===== src/pct_pkg.sv =====
// Shared types and constants for the pixel cluster tiler.
package pct_pkg;

    localparam int COORD_W      = 16;
    localparam int AV_W         = COORD_W + 1;
    localparam int SPAN_W       = 8;
    localparam int FLD_SPAN_W   = 4;
    localparam int REM_W        = 7;
    localparam int KEY_W        = 2 * COORD_W;
    localparam int NBIT_W       = 14;
    localparam int AREA_W       = 16;
    localparam int BITMAP_W     = 64;
    localparam int BIT_IDX_W    = 6;
    localparam int BYTES_W      = 4;
    localparam int MAX_BYTES    = 8;
    localparam int BYTE_ROUND   = 7;
    localparam int BYTE_SHIFT   = 3;
    localparam int OCNT_W       = 7;
    localparam int RECIP_SHIFT  = 24;
    localparam int RECIP_W      = 25;
    localparam int PROD_W       = COORD_W + RECIP_W;
    localparam int PIPE_DEPTH   = 5;
    localparam int IN_DATA_W    = 48;
    localparam int OUT_DATA_W   = 136;
    localparam int OUT_PAD_W    = 5;
    localparam int OUT_USER_W   = 2;
    localparam int RAM_W        = 2 * COORD_W;

    typedef enum logic [3:0] {
        ST_COLLECT,
        ST_START,
        ST_WAIT,
        ST_EMIT,
        ST_NEXT,
        ST_SET_MUL,
        ST_SET_ORG,
        ST_SET_SPAN,
        ST_CLEAR
    } t_state;

    typedef struct packed {
        logic load_pixel;
        logic start_scan;
        logic take_next;
        logic set_mul;
        logic set_org;
        logic set_span;
        logic load_out;
        logic clear;
    } t_cmd;

    typedef struct packed {
        logic scan_done;
        logic found;
        logic have_cur;
        logic out_free;
    } t_status;

endpackage


===== src/pct_ram.sv =====
// Generic single-port-write, registered-read RAM.
module pct_ram #(
    parameter int WIDTH = 32,
    parameter int DEPTH = 64
) (
    input  logic                                     i_clk,
    input  logic                                     i_wr_en,
    input  logic [((DEPTH > 1) ? $clog2(DEPTH) : 1)-1:0] i_wr_addr,
    input  logic [WIDTH-1:0]                         i_wr_data,
    input  logic                                     i_rd_en,
    input  logic [((DEPTH > 1) ? $clog2(DEPTH) : 1)-1:0] i_rd_addr,
    output logic [WIDTH-1:0]                         o_rd_data
);

    logic [WIDTH-1:0] r_mem [DEPTH];
    logic [WIDTH-1:0] r_rd_data;

    always_ff @(posedge i_clk) begin
        if (i_wr_en) begin
            r_mem[i_wr_addr] <= i_wr_data;
        end
        if (i_rd_en) begin
            r_rd_data <= r_mem[i_rd_addr];
        end
    end

    assign o_rd_data = r_rd_data;

endmodule


===== src/pct_ctrl.sv =====
// Controller state machine that sequences collection, scans and tile output.
module pct_ctrl (
    input  logic             i_clk,
    input  logic             i_rst_n,
    input  logic             i_s_tvalid,
    input  logic             i_s_tlast,
    output logic             o_s_tready,
    output pct_pkg::t_cmd    o_cmd,
    input  pct_pkg::t_status i_status
);

    pct_pkg::t_state r_state;
    pct_pkg::t_state n_state;

    always_ff @(posedge i_clk) begin
        if (!i_rst_n) begin
            r_state <= pct_pkg::ST_COLLECT;
        end else begin
            r_state <= n_state;
        end
    end

    always_comb begin
        n_state = r_state;
        unique case (r_state)
            pct_pkg::ST_COLLECT: begin
                if (i_s_tvalid && i_s_tlast) begin
                    n_state = pct_pkg::ST_START;
                end
            end
            pct_pkg::ST_START: begin
                n_state = pct_pkg::ST_WAIT;
            end
            pct_pkg::ST_WAIT: begin
                if (i_status.scan_done) begin
                    if (i_status.have_cur) begin
                        n_state = pct_pkg::ST_EMIT;
                    end else if (i_status.found) begin
                        n_state = pct_pkg::ST_NEXT;
                    end else begin
                        n_state = pct_pkg::ST_CLEAR;
                    end
                end
            end
            pct_pkg::ST_EMIT: begin
                if (i_status.out_free) begin
                    n_state = i_status.found ? pct_pkg::ST_NEXT : pct_pkg::ST_CLEAR;
                end
            end
            pct_pkg::ST_NEXT: begin
                n_state = pct_pkg::ST_SET_MUL;
            end
            pct_pkg::ST_SET_MUL: begin
                n_state = pct_pkg::ST_SET_ORG;
            end
            pct_pkg::ST_SET_ORG: begin
                n_state = pct_pkg::ST_SET_SPAN;
            end
            pct_pkg::ST_SET_SPAN: begin
                n_state = pct_pkg::ST_START;
            end
            pct_pkg::ST_CLEAR: begin
                n_state = pct_pkg::ST_COLLECT;
            end
            default: begin
                n_state = pct_pkg::ST_COLLECT;
            end
        endcase
    end

    always_comb begin
        o_cmd      = '0;
        o_s_tready = 1'b0;
        unique case (r_state)
            pct_pkg::ST_COLLECT: begin
                o_s_tready       = i_rst_n;
                o_cmd.load_pixel = i_s_tvalid && i_rst_n;
            end
            pct_pkg::ST_START: begin
                o_cmd.start_scan = 1'b1;
            end
            pct_pkg::ST_WAIT: begin
            end
            pct_pkg::ST_EMIT: begin
                o_cmd.load_out = i_status.out_free;
            end
            pct_pkg::ST_NEXT: begin
                o_cmd.take_next = 1'b1;
            end
            pct_pkg::ST_SET_MUL: begin
                o_cmd.set_mul = 1'b1;
            end
            pct_pkg::ST_SET_ORG: begin
                o_cmd.set_org = 1'b1;
            end
            pct_pkg::ST_SET_SPAN: begin
                o_cmd.set_span = 1'b1;
            end
            pct_pkg::ST_CLEAR: begin
                o_cmd.clear = 1'b1;
            end
            default: begin
            end
        endcase
    end

endmodule


===== src/pct_datapath.sv =====
// Pixel buffer, bounding box, tile scan pipeline and output register.
module pct_datapath #(
    parameter int MAX_ROW_SPAN = 8,
    parameter int MAX_COL_SPAN = 8,
    parameter int MAX_CELLS    = 64
) (
    input  logic                              i_clk,
    input  logic                              i_rst_n,
    input  pct_pkg::t_cmd                     i_cmd,
    output pct_pkg::t_status                  o_status,
    input  logic [pct_pkg::IN_DATA_W-1:0]     i_s_tdata,
    output logic                              o_m_tvalid,
    input  logic                              i_m_tready,
    output logic [pct_pkg::OUT_DATA_W-1:0]    o_m_tdata,
    output logic [pct_pkg::OUT_USER_W-1:0]    o_m_tuser,
    output logic                              o_m_tlast
);

    localparam int CW     = pct_pkg::COORD_W;
    localparam int AVW    = pct_pkg::AV_W;
    localparam int SW     = pct_pkg::SPAN_W;
    localparam int FSW    = pct_pkg::FLD_SPAN_W;
    localparam int RMW    = pct_pkg::REM_W;
    localparam int KW     = pct_pkg::KEY_W;
    localparam int NBW    = pct_pkg::NBIT_W;
    localparam int ARW    = pct_pkg::AREA_W;
    localparam int BMW    = pct_pkg::BITMAP_W;
    localparam int BIW    = pct_pkg::BIT_IDX_W;
    localparam int BYW    = pct_pkg::BYTES_W;
    localparam int OCW    = pct_pkg::OCNT_W;
    localparam int RCW    = pct_pkg::RECIP_W;
    localparam int PW     = pct_pkg::PROD_W;
    localparam int PD     = pct_pkg::PIPE_DEPTH;
    localparam int PADW   = pct_pkg::OUT_PAD_W;
    localparam int ADDR_W = (MAX_CELLS > 1) ? $clog2(MAX_CELLS) : 1;
    localparam int CNT_W  = $clog2(MAX_CELLS + 1);
    localparam logic [RCW-1:0] RECIP_R =
        RCW'((64'd1 << pct_pkg::RECIP_SHIFT) / MAX_ROW_SPAN + 1);
    localparam logic [RCW-1:0] RECIP_C =
        RCW'((64'd1 << pct_pkg::RECIP_SHIFT) / MAX_COL_SPAN + 1);

    logic [CW-1:0]  in_chip;
    logic [CW-1:0]  in_row;
    logic [CW-1:0]  in_col;
    logic           full;

    logic [CNT_W-1:0] r_pix_cnt;
    logic [CW-1:0]    r_row_lo;
    logic [CW-1:0]    r_row_hi;
    logic [CW-1:0]    r_col_lo;
    logic [CW-1:0]    r_col_hi;
    logic             r_drop;
    logic [CW-1:0]    r_chip;

    logic               r_scanning;
    logic [CNT_W-1:0]   r_issue_left;
    logic [ADDR_W-1:0]  r_raddr;
    logic [PD-1:0]      r_v;
    logic               issue;
    logic               scan_done;
    logic [pct_pkg::RAM_W-1:0] rd_data;

    logic [CW-1:0]  r_dr1;
    logic [CW-1:0]  r_dc1;
    logic [PW-1:0]  r_pr2;
    logic [PW-1:0]  r_pc2;
    logic [CW-1:0]  r_dr2;
    logic [CW-1:0]  r_dc2;
    logic [CW-1:0]  q_r;
    logic [CW-1:0]  q_c;
    logic [CW-1:0]  r_qr3;
    logic [CW-1:0]  r_qc3;
    logic [RMW-1:0] r_remr3;
    logic [RMW-1:0] r_remc3;
    logic [KW-1:0]  r_key4;
    logic           r_match4;
    logic [NBW-1:0] r_nbit4;

    logic [KW-1:0]   r_cur;
    logic            r_have_cur;
    logic [KW-1:0]   r_best;
    logic            r_found;
    logic [CNT_W-1:0] r_tcnt;
    logic [BMW-1:0]  r_bm;
    logic            key_gt;

    logic [CW-1:0]  r_base_r;
    logic [CW-1:0]  r_base_c;
    logic [CW-1:0]  r_org_r;
    logic [CW-1:0]  r_org_c;
    logic [SW-1:0]  r_span_r;
    logic [SW-1:0]  r_span_c;
    logic [AVW-1:0] avail_r;
    logic [AVW-1:0] avail_c;
    logic [ARW-1:0] area;
    logic [BYW-1:0] bytes;
    logic           split;

    logic           r_out_valid;
    logic [CW-1:0]  r_o_chip;
    logic [CW-1:0]  r_o_org_r;
    logic [CW-1:0]  r_o_org_c;
    logic [FSW-1:0] r_o_span_r;
    logic [FSW-1:0] r_o_span_c;
    logic [OCW-1:0] r_o_cnt;
    logic [BMW-1:0] r_o_bm;
    logic [BYW-1:0] r_o_bytes;
    logic           r_o_split;
    logic           r_o_ovf;
    logic           r_o_last;
    logic           out_free;

    assign in_chip = i_s_tdata[CW-1:0];
    assign in_row  = i_s_tdata[2*CW-1:CW];
    assign in_col  = i_s_tdata[3*CW-1:2*CW];
    assign full    = (r_pix_cnt == CNT_W'(MAX_CELLS));

    always_ff @(posedge i_clk) begin
        if (!i_rst_n || i_cmd.clear) begin
            r_pix_cnt <= '0;
            r_row_lo  <= '1;
            r_row_hi  <= '0;
            r_col_lo  <= '1;
            r_col_hi  <= '0;
            r_drop    <= 1'b0;
            r_chip    <= '0;
        end else if (i_cmd.load_pixel) begin
            if (full) begin
                r_drop <= 1'b1;
            end else begin
                if (r_pix_cnt == '0) begin
                    r_chip <= in_chip;
                end
                if (in_row < r_row_lo) begin
                    r_row_lo <= in_row;
                end
                if (in_row > r_row_hi) begin
                    r_row_hi <= in_row;
                end
                if (in_col < r_col_lo) begin
                    r_col_lo <= in_col;
                end
                if (in_col > r_col_hi) begin
                    r_col_hi <= in_col;
                end
                r_pix_cnt <= r_pix_cnt + CNT_W'(1);
            end
        end
    end

    pct_ram #(
        .WIDTH(pct_pkg::RAM_W),
        .DEPTH(MAX_CELLS)
    ) u_store (
        .i_clk    (i_clk),
        .i_wr_en  (i_cmd.load_pixel && !full),
        .i_wr_addr(r_pix_cnt[ADDR_W-1:0]),
        .i_wr_data({in_row, in_col}),
        .i_rd_en  (issue),
        .i_rd_addr(r_raddr),
        .o_rd_data(rd_data)
    );

    assign issue     = r_scanning && (r_issue_left != '0);
    assign scan_done = r_scanning && (r_issue_left == '0) && (r_v == '0);

    always_ff @(posedge i_clk) begin
        if (!i_rst_n) begin
            r_scanning   <= 1'b0;
            r_issue_left <= '0;
            r_raddr      <= '0;
            r_v          <= '0;
        end else begin
            r_v <= {r_v[PD-2:0], issue};
            if (i_cmd.start_scan) begin
                r_scanning   <= 1'b1;
                r_issue_left <= r_pix_cnt;
                r_raddr      <= '0;
            end else begin
                if (scan_done) begin
                    r_scanning <= 1'b0;
                end
                if (issue) begin
                    r_issue_left <= r_issue_left - CNT_W'(1);
                    r_raddr      <= r_raddr + ADDR_W'(1);
                end
            end
        end
    end

    assign q_r = r_pr2[pct_pkg::RECIP_SHIFT +: CW];
    assign q_c = r_pc2[pct_pkg::RECIP_SHIFT +: CW];

    always_ff @(posedge i_clk) begin
        r_dr1   <= rd_data[2*CW-1:CW] - r_row_lo;
        r_dc1   <= rd_data[CW-1:0] - r_col_lo;
        r_pr2   <= PW'(r_dr1) * PW'(RECIP_R);
        r_pc2   <= PW'(r_dc1) * PW'(RECIP_C);
        r_dr2   <= r_dr1;
        r_dc2   <= r_dc1;
        r_qr3   <= q_r;
        r_qc3   <= q_c;
        r_remr3 <= RMW'(r_dr2 - CW'(q_r * CW'(MAX_ROW_SPAN)));
        r_remc3 <= RMW'(r_dc2 - CW'(q_c * CW'(MAX_COL_SPAN)));
        r_key4  <= {r_qc3, r_qr3};
        r_match4 <= r_have_cur && ({r_qc3, r_qr3} == r_cur);
        r_nbit4 <= NBW'(r_remr3) * NBW'(r_span_c) + NBW'(r_remc3);
    end

    assign key_gt = !r_have_cur || (r_key4 > r_cur);

    always_ff @(posedge i_clk) begin
        if (!i_rst_n) begin
            r_found    <= 1'b0;
            r_have_cur <= 1'b0;
        end else begin
            if (i_cmd.start_scan) begin
                r_found <= 1'b0;
            end else if (r_v[PD-1] && key_gt && (!r_found || (r_key4 < r_best))) begin
                r_found <= 1'b1;
            end
            if (i_cmd.clear) begin
                r_have_cur <= 1'b0;
            end else if (i_cmd.take_next) begin
                r_have_cur <= 1'b1;
            end
        end
    end

    always_ff @(posedge i_clk) begin
        if (i_cmd.start_scan) begin
            r_tcnt <= '0;
            r_bm   <= '0;
        end else if (r_v[PD-1]) begin
            if (key_gt && (!r_found || (r_key4 < r_best))) begin
                r_best <= r_key4;
            end
            if (r_match4) begin
                r_tcnt <= r_tcnt + CNT_W'(1);
                if (r_nbit4 < NBW'(BMW)) begin
                    r_bm <= r_bm | (BMW'(1) << (BIW'(BMW - 1) - r_nbit4[BIW-1:0]));
                end
            end
        end
        if (i_cmd.take_next) begin
            r_cur <= r_best;
        end
    end

    assign avail_r = AVW'(r_row_hi) - AVW'(r_org_r) + AVW'(1);
    assign avail_c = AVW'(r_col_hi) - AVW'(r_org_c) + AVW'(1);

    always_ff @(posedge i_clk) begin
        if (i_cmd.set_mul) begin
            r_base_r <= CW'(r_cur[CW-1:0] * CW'(MAX_ROW_SPAN));
            r_base_c <= CW'(r_cur[KW-1:CW] * CW'(MAX_COL_SPAN));
        end
        if (i_cmd.set_org) begin
            r_org_r <= r_row_lo + r_base_r;
            r_org_c <= r_col_lo + r_base_c;
        end
        if (i_cmd.set_span) begin
            r_span_r <= (avail_r >= AVW'(MAX_ROW_SPAN)) ? SW'(MAX_ROW_SPAN) : SW'(avail_r);
            r_span_c <= (avail_c >= AVW'(MAX_COL_SPAN)) ? SW'(MAX_COL_SPAN) : SW'(avail_c);
        end
    end

    assign area  = ARW'(r_span_r) * ARW'(r_span_c);
    assign bytes = (area >= ARW'(BMW)) ? BYW'(pct_pkg::MAX_BYTES)
                 : BYW'((area + ARW'(pct_pkg::BYTE_ROUND)) >> pct_pkg::BYTE_SHIFT);
    assign split = ((AVW'(r_row_hi) - AVW'(r_row_lo) + AVW'(1)) > AVW'(MAX_ROW_SPAN))
                || ((AVW'(r_col_hi) - AVW'(r_col_lo) + AVW'(1)) > AVW'(MAX_COL_SPAN));
    assign out_free = !r_out_valid || i_m_tready;

    always_ff @(posedge i_clk) begin
        if (!i_rst_n) begin
            r_out_valid <= 1'b0;
        end else if (i_cmd.load_out) begin
            r_out_valid <= 1'b1;
        end else if (i_m_tready) begin
            r_out_valid <= 1'b0;
        end
    end

    always_ff @(posedge i_clk) begin
        if (i_cmd.load_out) begin
            r_o_chip   <= r_chip;
            r_o_org_r  <= r_org_r;
            r_o_org_c  <= r_org_c;
            r_o_span_r <= r_span_r[FSW-1:0];
            r_o_span_c <= r_span_c[FSW-1:0];
            r_o_cnt    <= OCW'(r_tcnt);
            r_o_bm     <= r_bm;
            r_o_bytes  <= bytes;
            r_o_split  <= split;
            r_o_ovf    <= r_drop;
            r_o_last   <= !r_found;
        end
    end

    assign o_m_tvalid = r_out_valid;
    assign o_m_tdata  = {{PADW{1'b0}}, r_o_bytes, r_o_bm, r_o_cnt, r_o_span_c, r_o_span_r,
                         r_o_org_c, r_o_org_r, r_o_chip};
    assign o_m_tuser  = {r_o_ovf, r_o_split};
    assign o_m_tlast  = r_o_last;

    assign o_status.scan_done = scan_done;
    assign o_status.found     = r_found;
    assign o_status.have_cur  = r_have_cur;
    assign o_status.out_free  = out_free;

endmodule


===== src/pixel_cluster_pattern_tiler_unit.sv =====
// Top level of the pixel cluster tiler: controller, datapath and checks.
// Pixel words are taken one per cycle; the last word of a cluster starts a pass over the n buffered
// pixels that finds the first tile. Each non-empty tile then costs the setup states (next key,
// base multiply, origin, span), one more pass and a load of the output register once it is free,
// and a final state clears the cluster. Input is held off meanwhile, so the passes set the throughput.
// Reset (synchronous, active low) empties the cluster and the output register.
module pixel_cluster_pattern_tiler_unit #(
    parameter int MAX_ROW_SPAN = 8,
    parameter int MAX_COL_SPAN = 8,
    parameter int MAX_CELLS    = 64
) (
    input  logic                           i_clk,
    input  logic                           i_rst_n,
    input  logic                           i_s_tvalid,
    output logic                           o_s_tready,
    // chip_id, pixel_row, pixel_col
    input  logic [pct_pkg::IN_DATA_W-1:0]  i_s_tdata,
    input  logic                           i_s_tlast,
    output logic                           o_m_tvalid,
    input  logic                           i_m_tready,
    // tile_chip, tile_row_origin, tile_col_origin, tile_row_span, tile_col_span,
    // tile_pixel_count, bitmap, bitmap_bytes, zero fill
    output logic [pct_pkg::OUT_DATA_W-1:0] o_m_tdata,
    // was_split, overflowed
    output logic [pct_pkg::OUT_USER_W-1:0] o_m_tuser,
    output logic                           o_m_tlast
);

    pct_pkg::t_cmd    cmd;
    pct_pkg::t_status status;

    pct_ctrl u_ctrl (
        .i_clk     (i_clk),
        .i_rst_n   (i_rst_n),
        .i_s_tvalid(i_s_tvalid),
        .i_s_tlast (i_s_tlast),
        .o_s_tready(o_s_tready),
        .o_cmd     (cmd),
        .i_status  (status)
    );

    pct_datapath #(
        .MAX_ROW_SPAN(MAX_ROW_SPAN),
        .MAX_COL_SPAN(MAX_COL_SPAN),
        .MAX_CELLS   (MAX_CELLS)
    ) u_datapath (
        .i_clk     (i_clk),
        .i_rst_n   (i_rst_n),
        .i_cmd     (cmd),
        .o_status  (status),
        .i_s_tdata (i_s_tdata),
        .o_m_tvalid(o_m_tvalid),
        .i_m_tready(i_m_tready),
        .o_m_tdata (o_m_tdata),
        .o_m_tuser (o_m_tuser),
        .o_m_tlast (o_m_tlast)
    );

    a_no_accept_at_scan_end: assert property (@(posedge i_clk) disable iff (!i_rst_n)
        status.scan_done |-> !(i_s_tvalid && o_s_tready))
        else $error("input word accepted while a buffer pass completes");

    a_load_only_when_free: assert property (@(posedge i_clk) disable iff (!i_rst_n)
        cmd.load_out |-> status.out_free)
        else $error("tile loaded over an output word not yet taken");

    a_load_shows_word: assert property (@(posedge i_clk) disable iff (!i_rst_n)
        cmd.load_out |=> o_m_tvalid)
        else $error("loaded tile not presented on the output");

    a_tile_not_empty: assert property (@(posedge i_clk) disable iff (!i_rst_n)
        o_m_tvalid |-> (o_m_tdata[62:56] != '0))
        else $error("emitted tile holds no pixel");

endmodule

===== config.mk =====
export PLATFORM = sky130hd
export DESIGN_NAME = pixel_cluster_pattern_tiler_unit
export DESIGN_NICKNAME = d
export VERILOG_FILES = /design/src/pct_pkg.sv /design/src/pct_ram.sv /design/src/pct_ctrl.sv /design/src/pct_datapath.sv /design/src/pixel_cluster_pattern_tiler_unit.sv
export SDC_FILE = /design/constraint.sdc
export NUM_CORES = 2
export LEC_CHECK = 0
export ABC_AREA = 1
export BUFFER_PORTS_ARGS = -buffer_cell sky130_fd_sc_hd__buf_2
export CORE_MARGIN = 4
export CORE_UTILIZATION = 49
export CTS_CLUSTER_DIAMETER = 200
export DETAILED_ROUTE_END_ITERATION = 16
export PLACE_DENSITY_LB_ADDON = 0.15
export SLEW_MARGIN = 20
export SYNTH_ARGS = -nofsm -noshare
export SYNTH_HDL_FRONTEND = slang
export SYNTH_SLANG_ARGS = --single-unit

===== constraint.sdc =====
create_clock -name i_clk -period 9.3 [get_ports i_clk]
set_input_delay 0.465 -clock i_clk [delete_from_list [all_inputs] [get_ports i_clk]]
set_output_delay 0.465 -clock i_clk [all_outputs]
set_load 0.02 [all_outputs]

==> results.py <==
metrics = {
    "synth": {
        "yosys_warnings": 0,
        "synth_top_cell_by_area": "edfxtp_1",
        "synth_mux_area_share_pct": 0,
        "synth_compound_area_share_pct": 10.55,
        "synth_fa_ha_area_share_pct": 5.326,
        "synthCells": 9351,
        "ys_types": 53,
        "yosys.area_share.simple_pct": 11.02,
        "synthXorXnorAreaFrac_pct": 0.7823,
        "synth_top_area_share_pct": 62.76,
        "syn_area_mm2": 0.1120,
        "ys_ff_latch": 2662,
        "avgSynthCellArea_um2": 11.97,
        "yosysSeqAreaShare_pct": 68.52,
        "synth.area.top_cells": "edfxtp_1, dfxtp_1, o21ai_0",
        "synth_top_family_by_area": "simple AND/OR/NAND/NOR gates",
    },
    "grt": {
        "track_usage_pct": 27.46,
        "grt_pass1_wl_um": 482000,
        "antenna_found_initial": 24,
        "grt_max_degree": 200,
        "grt_pass1_vias": 71760,
        "overflow": 0,
    },
    "floorplan": {
        "die_h_um": 486.0,
        "pin_count": 194,
        "initial_utilization_pct": 49.26,
        "die_w_um": 486.0,
        "core.rowCount": 175,
        "dieArea_mm2": 0.2362,
        "coreArea_mm2": 0.2273,
    },
    "critical_path": {
        "r2r_slack_ns": 4.42,
        "critical-path-slowest-cell": "edfxtp_1",
        "r2r_cells": 21,
        "cp-end-kind": "flip-flop",
        "path_cells": "nand2_1 -> fa_1 -> fa_1 -> inv_1 -> fa_1 -> inv_1 -> fa_1 -> inv_1 -> ha_1 -> a21oi_1 -> nor2_1 -> nor2_1 -> nand2_1 -> nand2_1 -> nand2_1 -> nand2_1 -> nand2_1 -> nor2_1 -> nand2_1 -> nor2_1 -> nand3_1",
        "crit_type": "flip-flop to flip-flop",
        "r2r_start": "u_datapath.r_span_c[7]$_SDFFCE_PP0P_",
        "critical_path_buf_inv_count": 3,
        "cpMostUsedCell": "nand2_1",
        "required_ns": 9.90,
        "critPathMaxStageDelay_ns": 0.60,
        "cp_top_family": "adder cells",
        "crit_fanout": 11,
        "reg2reg_to": "u_datapath.r_o_bytes[3]$_SDFFCE_PP1P_",
        "start_kind": "flip-flop",
        "arrival_ns": 5.49,
    },
    "routing": {
        "wl_per_cell_um": 25.99,
        "first_iter_violations": 9396,
        "antenna_left": 0,
        "first_pass_iters": 7,
        "routed_wl_um": 332000,
        "drc": 0,
        "via_per_inst": 5.978,
        "vias": 76380,
    },
    "worst_hold_path": {
        "hold_path_depth": 1,
        "min_to": "u_datapath.u_store.r_mem[7][28]$_DFFE_PP_",
        "min_from": "i_s_tdata[28]",
        "hold_class": "input pin to flip-flop",
    },
    "timing": {
        "tightest_slew_ns": 1.193,
        "finalSetupTns_ns": 0,
        "hold_viol_final": 0,
        "period_share_pct": 52.52,
        "slew_violations": 0,
        "final.setup_skew_ns": 0.06347,
        "slew_headroom_pct": 20.23,
        "timing.fmax_mhz": 204.8,
        "setup_ws_ns": 4.416,
        "period_needed_ns": 4.884,
        "grt_setup_unrepaired": "false",
        "setup_viol": 0,
    },
    "placement": {
        "portBuffers": 188,
        "post-place-ws_ns": 4.380,
        "placedCellCount": 12240,
        "hpwl_um": 193400,
        "globalplace.congestion": 0.8677,
    },
    "clock_tree": {
        "cts_buffer_depth": 4,
        "cts-resized-gates": 0,
        "cts.sinks": 2662,
        "cts_tree": "yes",
        "cts_setup_buffers": 0,
        "path_clk_slew_ns": 0.06,
        "h-tree-depth": 5,
        "worstSkewPairLatency_ns": 0.93,
        "ctsHoldBuffers": 25,
        "cts_root_buf": "clkbuf_16",
        "numCtsBuffers": 294,
    },
    "power": {
        "p_switching_uw": 9006,
        "clkPwrFrac_pct": 35.7,
        "p_leak_uw": 0.04602,
        "p_seq_share_pct": 45.5,
        "power.density_mw_per_mm2": 245.1,
        "combPwrFrac_pct": 18.8,
        "vdd_drop_max_uv": 206.9,
        "p_int_uw": 21870,
        "netSwitchingFraction_pct": 29.16,
    },
    "run_status": {
        "status": "finished clean",
    },
    "cells_and_area": {
        "drive_above_1_share_pct": 8.788,
        "final_nets": 10050,
        "synthToLayoutAreaGrowth_pct": 12.52,
        "stdcell_count": 12780,
        "fillers": 18870,
    },
    "run": {
        "drv_cap": 0,
    },
}
placed cells by master (no fill, tap or decap), types with 16 or more instances in the layout:
cell / count
clkbuf_16: 301
o22ai_1: 302
dfxtp_1: 317
nand3_1: 448
a31oi_1: 16
xnor2_1: 28
clkinv_2: 42
nand2_1: 906
edfxtp_1: 2340
conb_1: 31
nor2_4: 69
nor3_1: 32
nand4_1: 114
clkbuf_1: 67
bufinv_16: 18
o221ai_1: 210
dlygate4sd3_1: 25
buf_2: 188
nor2_1: 1345
o211ai_1: 54
o21ai_0: 1104
clkinv_1: 50
ha_1: 379
fa_1: 61
buf_4: 166
inv_1: 579
a21oi_1: 335
xor2_1: 72
nand3b_1: 33
cells in the mapped netlist (all sizes together):
cell and count:
nand3b 33, edfxtp 2340, a211o 1, dfxtp 322, a221oi 5, o311ai 1, nor3 36, a211oi 2
a31oi 19, o21a 5, nor4 8, o21bai 9, nand3 448, o211ai 54, a21oi 335, ha 379
o22ai 302, clkbuf 384, clkinv 3, nor3b 3, a21boi 3, or2 8, fa 61, xnor2 28
and2 1, o2111ai 1, conb 2, xor2 72, a2111oi 1, a21o 11, o21ai 1106, o221ai 210
buf 123, nand2 912, nand4 114, nor2 1417, o31ai 4, and3 2, inv 586
logic make-up (layout without fill, tap and decap cells):
group | Yosys count | in the layout
flops | 2662 | 2662
xor+xnor | 100 | 100
compound gates | 2069 | 2069
fa+ha+maj | 440 | 440
other cells | 2 | 35
simple gates | 2982 | 2982
buf+inv | 1096 | 1479
routing by layer:
metal | global-route usage [%] | vias to the layer above | wire length, µm
met3 | 4.383 | 659 | 30150
met4 | 10.14 | 4 | 13330
met1 | 39.22 | 37810 | 137300
met5 | 0 | - | 249
li1 | - | 34170 | -
met2 | 42.74 | 3743 | 151000
cell type report:
| type | instances | area [µm²] | area share (%) |
|---|---|---|---|
| Tap cell | 3009 | 3765 | 2.989 |
| Inverter | 589 | 2250 | 1.786 |
| Multi-Input combinational cell | 5622 | 31650 | 25.13 |
| Sequential cell | 2662 | 76730 | 60.91 |
| Clock inverter | 131 | 1139 | 0.9038 |
| Timing Repair Buffer | 386 | 2577 | 2.046 |
| Antenna cell | 4 | 10.01 | 0.007946 |
| Clock buffer | 373 | 7853 | 6.233 |
metrics by stage:
stage	area (µm²)	hold slack, ns	util (%)	power [µW]
final	126000	0.04581	55.43	30880
after global routing	126000	0.002553	55.43	32280
after CTS	126000	0.003175	55.42	31030
after detailed placement	116700	0.3121	51.36	20040
after global placement	116700	0.3110	51.36	19940
after floorplan	112100	0.3096	-	18080
worst max path at each step:
stage / startpoint / to / slack (ns) / cells past startpoint
finish: u_datapath.r_span_c[7]$_SDFFCE_PP0P_ / u_datapath.r_o_bytes[3]$_SDFFCE_PP1P_ / 4.42 / 21
global route: u_datapath.r_span_c[7]$_SDFFCE_PP0P_ / u_datapath.r_o_bytes[3]$_SDFFCE_PP1P_ / 4.10 / 21
CTS: u_datapath.r_span_c[7]$_SDFFCE_PP0P_ / u_datapath.r_o_bytes[3]$_SDFFCE_PP1P_ / 4.35 / 21
detailed placement: u_datapath.r_span_c[7]$_SDFFCE_PP0P_ / u_datapath.r_o_bytes[3]$_SDFFCE_PP1P_ / 4.38 / 21
global placement: u_datapath.r_span_c[7]$_SDFFCE_PP0P_ / u_datapath.r_o_bytes[3]$_SDFFCE_PP1P_ / 4.25 / 21
floorplan: u_ctrl.r_state[0]$_SDFFE_PN0P_ / u_datapath.o_m_tlast$_DFFE_PP_ / 2.35 / 4
power groups by stage:
| stage | registers (µW) | clock network [µW] | logic (µW) |
|---|---|---|---|
| finish | 14000 | 11000 | 5810 |
| global route | 14100 | 11700 | 6500 |
| CTS | 14000 | 11200 | 5800 |
| detailed placement | 14300 | 0 | 5750 |
| global placement | 14300 | 0 | 5660 |
| floorplan | 14100 | 0 | 3980 |
state kept, by name (all words and copies together), names as in the netlist, 26 cells and up:
register                      count
u_datapath.r_o_bm                64
u_datapath.r_bm                  64
u_datapath.u_store.o_rd_data     32
u_datapath.u_store.r_mem       2048
u_datapath.r_cur                 26
u_datapath.r_best                26
u_datapath.r_key4                26
Note: power is estimated with default switching activity, not from simulation.
